$ cat src/rtl/xmse_pkg.sv
// ----------------------------------------------------------------------------
// xmse_pkg
// Types, codes and helpers shared by the ModRM/SIB encoder modules.
// ----------------------------------------------------------------------------
`default_nettype none

package xmse_pkg;

    // operand forms
    localparam logic [1:0] FUNC_RR = 2'd0;   // reg, reg
    localparam logic [1:0] FUNC_RI = 2'd1;   // reg, imm
    localparam logic [1:0] FUNC_RM = 2'd2;   // reg, [mem]
    localparam logic [1:0] FUNC_MR = 2'd3;   // [mem], reg

    // memory addressing forms
    localparam logic [2:0] MEM_BASE      = 3'd0;
    localparam logic [2:0] MEM_DISP32    = 3'd1;
    localparam logic [2:0] MEM_BASE_DISP = 3'd2;
    localparam logic [2:0] MEM_SIB_DISP  = 3'd3;
    localparam logic [2:0] MEM_IDX_DISP  = 3'd4;

    // ModRM mod field
    localparam logic [1:0] MOD_IND    = 2'd0;
    localparam logic [1:0] MOD_DISP8  = 2'd1;
    localparam logic [1:0] MOD_DISP32 = 2'd2;
    localparam logic [1:0] MOD_REG    = 2'd3;

    localparam logic [2:0] REG_ESP    = 3'd4;   // rm code that selects SIB
    localparam logic [2:0] REG_EBP    = 3'd5;   // rm/base code for disp32
    localparam logic [7:0] SIB_ESP    = 8'h24;  // no index, base ESP

    localparam int unsigned MAX_BYTES = 7;

    typedef struct packed {
        logic [1:0]         func;
        logic [7:0]         opcode_byte;
        logic [2:0]         reg_sel;
        logic [2:0]         rm_sel;
        logic [2:0]         mem_form;
        logic [2:0]         base_sel;
        logic [2:0]         index_sel;
        logic [1:0]         scale_shift;
        logic signed [31:0] disp_value;
        logic signed [31:0] imm_value;
    } in_item_t;

    typedef struct packed {
        logic [7:0] code_byte;
        logic [2:0] byte_pos;
        logic       last_byte;
    } out_item_t;

    // encoded instruction: bytes little-end first, byte 0 in [7:0]
    typedef struct packed {
        logic [8*MAX_BYTES-1:0] bytes;
        logic [2:0]             len;
    } enc_t;

    function automatic logic [7:0] modrm(input logic [1:0] mod,
                                         input logic [2:0] reg_f,
                                         input logic [2:0] rm_f);
        return {mod, reg_f, rm_f};
    endfunction

endpackage

`default_nettype wire

$ cat src/rtl/xmse_encode.sv
// ----------------------------------------------------------------------------
// xmse_encode
// Combinational encoder: one registered instruction to its byte string.
// ----------------------------------------------------------------------------
`default_nettype none

module xmse_encode
    import xmse_pkg::*;
(
    input  in_item_t item,
    output enc_t     enc
);

    logic [23:0] head;      // opcode, ModRM, SIB
    logic [1:0]  hcount;
    logic [31:0] tail;      // immediate or displacement
    logic [2:0]  tcount;
    logic [1:0]  mod;
    logic        d_zero;
    logic        d_fits8;
    logic        i_fits8;
    logic        i_fits16;
    logic [2:0]  dsize;
    logic [7:0]  sib;

    assign d_zero   = (item.disp_value == 32'sd0);
    assign d_fits8  = (&item.disp_value[31:7]) | ~(|item.disp_value[31:7]);
    assign i_fits8  = (&item.imm_value[31:7])  | ~(|item.imm_value[31:7]);
    assign i_fits16 = (&item.imm_value[31:15]) | ~(|item.imm_value[31:15]);
    assign sib      = {item.scale_shift, item.index_sel, item.base_sel};

    // mod for [base+disp] forms; EBP base never uses mod 0
    always_comb begin
        if (d_zero && (item.base_sel != REG_EBP)) begin
            mod = MOD_IND;
        end else if (d_fits8) begin
            mod = MOD_DISP8;
        end else begin
            mod = MOD_DISP32;
        end
    end

    always_comb begin
        case (mod)
            MOD_DISP8:  dsize = 3'd1;
            MOD_DISP32: dsize = 3'd4;
            default:    dsize = 3'd0;
        endcase
    end

    always_comb begin
        head   = {16'h0000, item.opcode_byte};
        hcount = 2'd1;
        tail   = item.disp_value;
        tcount = 3'd0;
        unique case (item.func) inside
            FUNC_RR: begin
                head   = {8'h00, modrm(MOD_REG, item.reg_sel, item.rm_sel),
                          item.opcode_byte};
                hcount = 2'd2;
            end
            FUNC_RI: begin
                head   = {16'h0000, item.opcode_byte + {5'b0, item.reg_sel}};
                tail   = item.imm_value;
                tcount = i_fits8 ? 3'd1 : (i_fits16 ? 3'd2 : 3'd4);
            end
            FUNC_RM, FUNC_MR: begin
                case (item.mem_form)
                    MEM_DISP32: begin
                        head   = {8'h00, modrm(MOD_IND, item.reg_sel, REG_EBP),
                                  item.opcode_byte};
                        hcount = 2'd2;
                        tcount = 3'd4;
                    end
                    MEM_SIB_DISP: begin
                        head   = {sib, modrm(mod, item.reg_sel, REG_ESP),
                                  item.opcode_byte};
                        hcount = 2'd3;
                        tcount = dsize;
                    end
                    MEM_BASE_DISP: begin
                        if (item.base_sel == REG_ESP) begin
                            head   = {SIB_ESP, modrm(mod, item.reg_sel, REG_ESP),
                                      item.opcode_byte};
                            hcount = 2'd3;
                        end else begin
                            head   = {8'h00, modrm(mod, item.reg_sel, item.base_sel),
                                      item.opcode_byte};
                            hcount = 2'd2;
                        end
                        tcount = dsize;
                    end
                    MEM_IDX_DISP: begin
                        head   = {item.scale_shift, item.index_sel, REG_EBP,
                                  modrm(MOD_IND, item.reg_sel, REG_ESP),
                                  item.opcode_byte};
                        hcount = 2'd3;
                        tcount = 3'd4;
                    end
                    default: begin
                        // plain [base], also the unused form codes
                        if (item.base_sel == REG_ESP) begin
                            head   = {SIB_ESP, modrm(MOD_IND, item.reg_sel, REG_ESP),
                                      item.opcode_byte};
                            hcount = 2'd3;
                        end else if (item.base_sel == REG_EBP) begin
                            // [ebp] needs a zero disp8
                            head   = {8'h00, modrm(MOD_DISP8, item.reg_sel, REG_EBP),
                                      item.opcode_byte};
                            hcount = 2'd3;
                        end else begin
                            head   = {8'h00,
                                      modrm(MOD_IND, item.reg_sel, item.base_sel),
                                      item.opcode_byte};
                            hcount = 2'd2;
                        end
                    end
                endcase
            end
            default: begin
                head   = {16'h0000, item.opcode_byte};
                hcount = 2'd1;
            end
        endcase
    end

    assign enc.bytes = {32'h0, head} | ({24'h0, tail} << {hcount, 3'b000});
    assign enc.len   = {1'b0, hcount} + tcount;

endmodule

`default_nettype wire

$ cat src/rtl/xmse_serializer.sv
// ----------------------------------------------------------------------------
// xmse_serializer
// Byte buffer that hands out an encoded instruction one byte per item.
// ----------------------------------------------------------------------------
`default_nettype none

module xmse_serializer
    import xmse_pkg::*;
(
    input  logic      aclk,
    input  logic      aresetn,
    input  logic      src_valid,
    output logic      src_ready,
    input  enc_t      src_enc,
    output logic      m_valid,
    input  logic      m_ready,
    output out_item_t m_item
);

    logic [8*MAX_BYTES-1:0] bytes_reg, bytes_next;
    logic [2:0]             left_reg,  left_next;   // bytes still to send
    logic [2:0]             pos_reg,   pos_next;
    logic                   take;

    assign m_valid   = (left_reg != 3'd0);
    assign take      = m_valid && m_ready;
    // refill when empty or when the last byte leaves this cycle
    assign src_ready = !m_valid || (m_ready && (left_reg == 3'd1));

    always_comb begin
        bytes_next = bytes_reg;
        left_next  = left_reg;
        pos_next   = pos_reg;
        if (src_valid && src_ready) begin
            bytes_next = src_enc.bytes;
            left_next  = src_enc.len;
            pos_next   = 3'd0;
        end else if (take) begin
            bytes_next = bytes_reg >> 8;
            left_next  = left_reg - 3'd1;
            pos_next   = pos_reg + 3'd1;
        end
    end

    always_ff @(posedge aclk) begin
        if (!aresetn) begin
            left_reg <= 3'd0;
        end else begin
            left_reg <= left_next;
        end
    end

    always_ff @(posedge aclk) begin
        bytes_reg <= bytes_next;
        pos_reg   <= pos_next;
    end

    assign m_item.code_byte = bytes_reg[7:0];
    assign m_item.byte_pos  = pos_reg;
    assign m_item.last_byte = (left_reg == 3'd1);

endmodule

`default_nettype wire

$ cat src/rtl/x86_modrm_sib_encoder_unit.sv
// ----------------------------------------------------------------------------
// x86_modrm_sib_encoder_unit
// 32-bit x86 two-operand encoder: opcode, ModRM, SIB, displacement, immediate.
// ----------------------------------------------------------------------------
//
//  Channel  Dir  Handshake          Payload
//  s_       in   s_valid/s_ready    in_item_t  one pre-tokenized instruction
//  m_       out  m_valid/m_ready    out_item_t one code byte, position, last
//
//  An instruction yields 2 to 7 bytes, one per cycle on m_ while m_ready is high;
//  the one-byte result port sets the rate at one instruction per len bytes.
//  The first byte reaches m_ through the input register, then the byte buffer.
//  The next instruction is taken into the input register while the previous
//  one drains, so bytes of consecutive instructions leave without gaps.
//  Reset (aresetn low, synchronous) empties the input register and the byte
//  buffer; m_ stall simply holds the current byte.
// ----------------------------------------------------------------------------
`default_nettype none

module x86_modrm_sib_encoder_unit
    import xmse_pkg::*;
(
    input  logic      aclk,
    input  logic      aresetn,
    input  logic      s_valid,
    output logic      s_ready,
    input  in_item_t  s_item,
    output logic      m_valid,
    input  logic      m_ready,
    output out_item_t m_item
);

    in_item_t in_item_reg;
    logic     in_valid_reg, in_valid_next;
    logic     ser_ready;
    enc_t     enc;

    // input register: refills whenever its item moves to the byte buffer
    assign s_ready       = !in_valid_reg || ser_ready;
    assign in_valid_next = (s_valid && s_ready) ||
                           (in_valid_reg && !ser_ready);

    always_ff @(posedge aclk) begin
        if (!aresetn) begin
            in_valid_reg <= 1'b0;
        end else begin
            in_valid_reg <= in_valid_next;
        end
    end

    always_ff @(posedge aclk) begin
        if (s_valid && s_ready) begin
            in_item_reg <= s_item;
        end
    end

    // instruction -> byte string
    xmse_encode u_encode (
        .item (in_item_reg),
        .enc  (enc)
    );

    // byte string -> result items
    xmse_serializer u_serializer (
        .aclk      (aclk),
        .aresetn   (aresetn),
        .src_valid (in_valid_reg),
        .src_ready (ser_ready),
        .src_enc   (enc),
        .m_valid   (m_valid),
        .m_ready   (m_ready),
        .m_item    (m_item)
    );

endmodule

`default_nettype wire

$ cat config.mk
export PLATFORM = sky130hd
export DESIGN_NAME = x86_modrm_sib_encoder_unit
export DESIGN_NICKNAME = d
export VERILOG_FILES = /design/src/rtl/xmse_pkg.sv /design/src/rtl/xmse_encode.sv /design/src/rtl/xmse_serializer.sv /design/src/rtl/x86_modrm_sib_encoder_unit.sv
export SDC_FILE = /design/constraint.sdc
export NUM_CORES = 1
export LEC_CHECK = 0
export BUFFER_PORTS_ARGS = -buffer_cell sky130_fd_sc_hd__buf_2
export CORE_ASPECT_RATIO = 1.75
export CORE_MARGIN = 2
export CORE_UTILIZATION = 45
export CTS_CLUSTER_SIZE = 25
export DETAILED_ROUTE_END_ITERATION = 10
export HOLD_SLACK_MARGIN = 0.15
export PLACE_DENSITY = 0.72
export SKIP_CTS_REPAIR_TIMING = 1
export SLEW_MARGIN = 20
export SYNTH_ARGS = -nofsm -noshare
export SYNTH_HDL_FRONTEND = slang
export SYNTH_SLANG_ARGS = --single-unit
$ cat constraint.sdc
create_clock -name aclk -period 4.74 [get_ports aclk]
set_clock_uncertainty 0.1 [all_clocks]
set_input_delay 0.948 -clock aclk [delete_from_list [all_inputs] [get_ports aclk]]
set_output_delay 0.948 -clock aclk [all_outputs]
set_load 0.01 [all_outputs]
# == Yosys cells after proc, flatten, opt, wreduce, memory -nomap -nowiden ==
# Cells that the tools add are included.
# word_totals
output_inout_bits,14
inputBits,95
register_bits,154
# classes
bitwise,7
add_sub_neg,4
eq_ne,13
n_reduce_logical,26
shift,1
n_mux,22
# op_table
op,count
2-to-1 mux 56 bit,2
case mux 24 bit (4 select lines),1
case mux 24 bit (3 select lines),1
OR 24 x 56 -> 56 bit,1
<< shifter 32 x 5 -> 56 bit,1
AND reduction 25 bit,2
OR reduction 25 bit,2
logical NOT 32 bit,1
2-to-1 mux 32 bit,1
2-to-1 mux 24 bit,1
2-to-1 mux 22 bit,1
case mux 3 bit (2 select lines),3
AND reduction 17 bit,1
OR reduction 17 bit,1
2-to-1 mux 15 bit,1
2-to-1 mux 3 bit,4
== test 3 bit (second input constant),3
adder 8 x 3 -> 8 bit,1
OR reduction 2 bit,4
== test 2 bit (second input constant),3
== test 3 x 1 -> 1 bit (second input constant),2
== test 3 x 2 -> 1 bit (second input constant),2
logical AND 1 bit,6
2-to-1 mux 2 bit,3
15 further kinds,25

# == Longest topological paths before layout ==
# Gate-level depths: netlist (run 1).
# depth
depth_word,11
ltp_mapped,11

# == By module ==
# A second synthesis (run 1) with hierarchy kept.
# hier_totals
cells_unflattened,534
hier_area_um2,7133.1
# modules_own_cells
module,instances,area_per_inst_um2,seq_area_each_um2,cells_each
x86_modrm_sib_encoder_unit,1,2790.2,2752.6,96
xmse_serializer,1,2768.9,1801.7,171
xmse_encode,1,1574.0,0.0,267

# == Worst setup path before layout (run 1) ==
# No wires, ideal clock.
# synth_path
path_type,input to register
startpoint,input m_ready
endpoint,"register in_item_reg[0] (netlist bit), enable pin"
setup_slack_ps,617
path_buffers,0
required_time_ps,4181
cell_stages,3
arrival_time_ps,3563
setup_time_ps,459
cell_sequence,a21oi_1 o21ai_0 and2_1
# synth_between
elab_chain_len,4
# synth_rtl
item,line_no,text
from (decl),x86_modrm_sib_encoder_unit.sv:29,"input logic m_ready,"
logical AND 1 bit,xmse_serializer.sv:28,assign src_ready = !m_valid || (m_ready && (left_reg == 3'd1));
logical OR 1 bit,xmse_serializer.sv:28,
logical OR 1 bit,x86_modrm_sib_encoder_unit.sv:39,assign s_ready = !in_valid_reg || ser_ready;
net s_ready,x86_modrm_sib_encoder_unit.sv:26,"output logic s_ready,"
logical AND 1 bit,x86_modrm_sib_encoder_unit.sv:52,if (s_valid && s_ready) begin
to (signal assigned),x86_modrm_sib_encoder_unit.sv:53,in_item_reg <= s_item;
to (decl),x86_modrm_sib_encoder_unit.sv:33,in_item_t in_item_reg;
# The timed path passes the listed nets, and every way through them passes these cells.
# A chain may end at the register's enable or synchronous reset.

# == Worst setup path after layout (run 1) ==
# layout_path
startpoint,register in_item_reg[73] (netlist bit)
endpoint,register u_serializer.left_reg[1]
# layout_between
elab_chain_len,6
elab_cells_between_ends,13
cone_classes,add/sub: 1; eq/ne: 4; mux: 5; reduce/logical: 3
# layout_rtl
item,line_no,text
== test 3 x 2 -> 1 bit (tied with other cells),xmse_encode.sv:68,case (item.mem_form)
OR reduction 2 bit (no line),n/a,
case mux 2 bit (3 select lines) or case mux 3 bit (2 select lines) (tied branches),xmse_encode.sv:68,
case mux 2 bit (2 select lines) or case mux 3 bit (2 select lines) (tied branches),xmse_encode.sv:56,unique case (item.func) inside
adder 2 x 3 -> 3 bit (*),xmse_encode.sv:128,"assign enc.len = {1'b0, hcount} + tcount;"
2-to-1 mux 3 bit (*),xmse_serializer.sv:34,if (src_valid && src_ready) begin
to (signal assigned),xmse_serializer.sv:49,left_reg <= left_next;
to (decl),xmse_serializer.sv:21,"logic [2:0] left_reg, left_next;"
# Every way passes the cells marked *; elsewhere a longest branch is shown, timed or not.

==> flow_metrics.py, run 1 <==
metrics = {
    "layout": {
        "largest_reg_flops": 91,
        "final_cell_area_um2": 7988,
        "fillCellCount": 1238,
        "diodes": 0,
        "synthToLayoutAreaGrowth_pct": 17.44,
        "regArea_um2": 4554,
        "drive_gt1_share_pct": 24.06,
        "nets": 729,
        "multi_input_area_um2": 2027,
    },
    "global_routing": {
        "antenna_found_initial": 0,
        "grt_pass1_vias": 4707,
        "overflow": 0,
        "grt_pass1_wl_um": 24110,
        "grt_start_max_net_pins": 92,
        "grt_use_total_pct": 19.61,
    },
    "timing": {
        "setup_viol": 0,
        "tns_ns": 0,
        "rsz0062_at_grt": "false",
        "hold_ws_ns": 0.3601,
        "max_freq_ghz": 0.3376,
        "slew_violations": 0,
        "period_needed_ns": 2.962,
        "worst_pin_slew_ns": 0.9773,
        "relSlewSlack_pct": 34.85,
        "setup_slack_ns": 1.778,
        "hold_viol": 0,
        "post-route-period-util_pct": 62.49,
    },
    "placed_design": {
        "place_hpwl_um": 11230,
        "placed_area_um2": 7426,
        "dp_slack_ns": 1.663,
        "port_buffers": 108,
        "place.gp.congestion": 0.9130,
    },
    "clocking": {
        "cts_tree": "done",
        "cts.sinks": 154,
        "clkLatencyLatePin_ns": 0.42,
        "clk_path_buf_depth": 2,
        "cts_max_level": 4,
        "clockRootBuffer": "clkbuf_16",
        "path_clk_slew_ns": 0.06,
        "cts_buffers": 17,
    },
    "floorplan": {
        "die_h_um": 166.6,
        "row_count": 59,
        "fp.coreArea_um2": 14840,
        "dieArea_um2": 16150,
        "die_w_um": 96.94,
        "initial_core_util_pct": 45.84,
        "ios": 109,
    },
    "power_and_ir_drop": {
        "ir_worst_vdd_v": 0.0003003,
        "p_seq_share_pct": 49.9,
        "swShare_pct": 30.31,
        "powerDensity_nw_per_um2": 563.4,
        "p_int_mw": 3.136,
        "p_sw_mw": 1.364,
        "p_leak_nw": 3.071,
        "clkPwrFrac_pct": 27.5,
        "power_frac_comb_pct": 22.6,
    },
    "yosys": {
        "postSynth.asyncResetShare_pct": 0,
        "synth.most_common_cell": "edfxtp_1",
        "synth_cells": 524,
        "synth-edff-count": 147,
        "post-synth-top-area-cell": "edfxtp_1",
        "yosysSeqAreaShare_pct": 66.96,
        "synth_top_area_share_pct": 64.90,
        "ys_warn_count": 0,
        "ys_seq_elements": 154,
        "synth_area_um2": 6802,
        "synth_area_leaders": "edfxtp_1 (65%), mux2i_1 (4.0%), nand2_1 (3.8%)",
        "syn_nets": 629,
        "synth_ff_type": "edfxtp_1",
        "synth.cells.most_frequent": "edfxtp_1 (147), nand2_1 (68), mux2i_1 (27)",
        "yosysUniqueCellTypes": 51,
        "avgSynthCellArea_um2": 12.98,
    },
    "critical_path": {
        "critPathLaunchType": "flop",
        "cp_top_family": "adder cells",
        "crit_chain": "nor2b_1, o21ai_1, a31o_1, buf_4, and2_1, inv_2, ha_1, fa_1, o211ai_1, a21boi_1",
        "worst_path_largest_cell_delay_ns": 0.51,
        "slowest_stage": "edfxtp_1",
        "crit_arrival_ns": 3.15,
        "worstSetupPathType": "flop to flop",
        "end_kind": "flop",
        "critPathRequiredTime_ns": 4.93,
        "crit_fanout": 29,
        "path_buf_inv": 2,
    },
    "route": {
        "vias": 4656,
        "drt_iter0_drc": 347,
        "firstDrtPassIters": 5,
        "wl_per_cell_um": 19.15,
        "vias_per_cell": 5.685,
        "final_antenna_net_count": 0,
        "routed_wl_um": 15690,
        "post-route-drc-count": 0,
    },
    "min_path": {
        "hold_class": "flop to flop",
    },
    "run": {
        "cap_viol_max_count": 0,
    },
    "run_status": {
        "status": "complete, no violations",
    },
}
worst register-to-register path: stages (launching register included):
cell	delay (ns)
edfxtp_1	0.51
nor2b_1	0.18
o21ai_1	0.12
a31o_1	0.15
buf_4	0.41
and2_1	0.37
inv_2	0.05
ha_1	0.19
fa_1	0.44
o211ai_1	0.19
a21boi_1	0.10
layout make-up:
| cell class | instances | share of cell area [%] |
|---|---|---|
| timing repair buffer | 113 | 7.487 |
| inverter | 12 | 0.5796 |
| multi-input combinational | 326 | 25.38 |
| clock buffer | 19 | 5.420 |
| clock inverter | 12 | 1.253 |
| sequential | 154 | 57.02 |
| tap | 183 | 2.867 |
final timing paths:
check,slack [ns],cells after the start,endpoint,start
min,0.36,2,u_serializer.left_reg[1],u_serializer.left_reg[1]
min reg2reg,0.36,2,u_serializer.left_reg[1],u_serializer.left_reg[1]
max,1.78,10,u_serializer.left_reg[1],in_item_reg[73]
max reg2reg,1.78,10,u_serializer.left_reg[1],in_item_reg[73]
logic make-up after synthesis:
kind of cell	share of synthesized area, %
simple gates	12.51
flops	66.96
compound gates	9.069
buf+inv	3.311
mux	4.801
xor+xnor	1.288
fa+ha+maj	2.060
layout by cell type (no fill, tap or decap), drive strengths merged, types with 7 or more instances in the layout:
cell type,synthesis,layout
mux2i,27,27
edfxtp,147,147
o211ai,18,18
nand3,21,21
o21ai,32,32
inv,12,13
nand2,69,69
and2,12,12
nor3,9,9
nor2b,8,8
dfxtp,7,7
clkbuf,11,19
a21oi,19,19
nor2,25,25
ha,8,8
nor4,13,13
buf,21,113
nand4,13,13
layer usage:
layer	wire, um	part of all wire, %	global-route usage [%]	up-vias
met2	8961	57	36.90	200
met1	5125	33	19.20	2223
met3	679	4.3	3.315	52
met5	0	0	0	-
met4	920	5.9	13.10	0
li1	-	-	-	2181
power by group through the flow:
stage                     combinational, mW  sequential [mW]  clock, mW
after floorplan                       0.776             2.21          0
after global placement                0.969             2.25          0
after detailed placement               1.01             2.27          0
after CTS                              1.01             2.25       1.25
after global routing                   1.14             2.28       1.31
final                                  1.02             2.25       1.24
per-stage QoR:
step           power [mW]  std cells  util (%)
4_1_cts             4.512        818     53.64
3_3_place_gp        3.222        787     50.05
2_1_floorplan       2.986        524         -
3_5_place_dp        3.280        787     50.05
5_1_grt             4.727        819     53.83
6_report            4.500        819     53.83
(Power assumes the default switching activity.)
==> run 2: changes to the inputs <==
- clock period: 4.74 -> 2.99 ns (I/O delays scaled with it)
==> flow_metrics.py, run 2 (synthesis gave the netlist of run 1 again) <==
metrics = {
    "layout": {
        "synthToLayoutAreaGrowth_pct": 19.13,
        "final_common_cell": "edfxtp_1",
        "final_cell_mix": "edfxtp_1 (147), buf_2 (108), nand2_1 (68), mux2i_1 (27), o21ai_1 (25)",
        "nets": 737,
        "drive_gt1_share_pct": 25.16,
        "finish.utilization_pct": 54.61,
        "diodes": 0,
        "largest_reg_flops": 91,
    },
    "global_routing": {
        "grt_start_max_net_pins": 58,
        "grt_pass1_wl_um": 24790,
        "grt_use_total_pct": 20.23,
        "grt_pass1_vias": 4766,
        "overflow": 0,
        "antenna_found_initial": 0,
    },
    "placed_design": {
        "place.gp.congestion": 1.013,
        "place_hpwl_um": 11500,
        "port_buffers": 108,
    },
    "power_and_ir_drop": {
        "ir_worst_vdd_v": 0.0005912,
        "powerDensity_nw_per_um2": 902.5,
        "p_leak_nw": 3.133,
        "finalPower_mw": 7.313,
    },
    "critical_path": {
        "critPathRequiredTime_ns": 3.20,
        "worst_path_largest_cell_delay_ns": 0.43,
        "crit_chain": "nor4_1, and4_1, nand4_1, a31oi_1, o21ai_1, o21ai_1, ha_1, fa_1, o211ai_1, a21boi_1",
        "crit_arrival_ns": 2.92,
        "critPathLaunchType": "flop",
        "r2r_slack_ns": 0.28,
        "end_kind": "flop",
        "worstSetupPathType": "flop to flop",
        "crit_path_frequent_cell": "o21ai_1",
        "slowest_stage": "edfxtp_1",
        "crit_fanout": 4,
    },
    "route": {
        "drt_iter0_drc": 489,
        "final_antenna_net_count": 0,
        "vias_per_cell": 5.636,
        "post-route-drc-count": 0,
        "firstDrtPassIters": 5,
        "vias": 4661,
        "routed_wl_um": 16000,
        "wl_per_cell_um": 19.35,
    },
    "floorplan": {
        "initial_core_util_pct": 45.84,
        "row_count": 59,
        "fp.coreArea_um2": 14840,
        "die_h_um": 166.6,
        "dieArea_um2": 16150,
        "ios": 109,
        "die_w_um": 96.94,
    },
    "clocking": {
        "cts_max_level": 4,
        "cts_tree": "done",
        "cts_buffers": 17,
        "cts.sinks": 154,
        "path_clk_slew_ns": 0.06,
        "clockRootBuffer": "clkbuf_16",
        "clk_path_buf_depth": 2,
        "clkLatencyLatePin_ns": 0.43,
    },
    "timing": {
        "slew_violations": 0,
        "rsz0062_at_grt": "false",
        "relSlewSlack_pct": 58.32,
        "setup_viol": 0,
        "worst_pin_slew_ns": 0.6252,
        "tns_ns": 0,
        "period_needed_ns": 2.709,
        "hold_viol": 0,
        "post-route-period-util_pct": 90.59,
        "max_freq_ghz": 0.3692,
    },
    "min_path": {
        "hold_class": "input port to flop",
    },
    "run_status": {
        "status": "complete, no violations",
    },
    "run": {
        "cap_viol_max_count": 0,
    },
}
-- run 2: cell count changes in the layout (fill, tap and decap cells not counted) --
cell / delta
clkinv_2: -1
buf_16: -1
inv_2: +1
clkinv_4: +1
bufinv_16: +1
inv_6: -1
clkbuf_1: +1
buf_12: +4
buf_4: +5
clkinv_1: -2
-- run 2: through the flow --
stage	hold slack [ns]	setup slack [ns]	area, um^2	std cells
2_1_floorplan	0.3308	0.2009	6803	524
3_3_place_gp	0.3416	0.2832	7543	796
3_5_place_dp	0.3526	0.2213	7543	796
4_1_cts	0.2304	0.2748	8103	827
5_1_grt	0.2335	0.09982	8103	827
6_report	0.2425	0.2814	8103	827
-- run 2: path summary, 6_finish.rpt --
path,cells after the start,endpoint,start
max,10,u_serializer.left_reg[1],in_item_reg[53]
min,1,in_item_reg[83],s_item[83]
max reg2reg,10,u_serializer.left_reg[1],in_item_reg[53]
min reg2reg,2,u_serializer.left_reg[1],u_serializer.left_reg[1]
-- run 2: final cells by class --
class | count | area (um^2)
Clock buffer | 20 | 436.7
Clock inverter | 11 | 122.6
Fill cell | 1209 | 6735
Inverter | 12 | 45.04
Multi-Input combinational cell | 326 | 2027
Sequential cell | 154 | 4554
Tap cell | 183 | 229.0
Timing Repair Buffer | 121 | 688.2
-- run 2: layer usage --
layer | global-route usage, % | wire length (um) | part of all wire [%]
met5 | 0 | 0 | 0
met3 | 3.735 | 707 | 4.4
met1 | 20.51 | 5438 | 34
met2 | 38.59 | 9160 | 57
met4 | 10.47 | 692 | 4.3
-- run 2: report_power, final --
part | switching, mW | internal [mW]
Combinational | 1.07 | 0.649
Sequential | 0.299 | 3.24
Clock | 0.836 | 1.22
Total | 2.20 | 5.11
-- run 2: critical path, delay by kind of cell, from the launching register on --
kind            cells  cell delay, ns
fa+ha+maj           2            0.59
compound gates      5            0.69
flops               1            0.43
simple gates        3            0.77
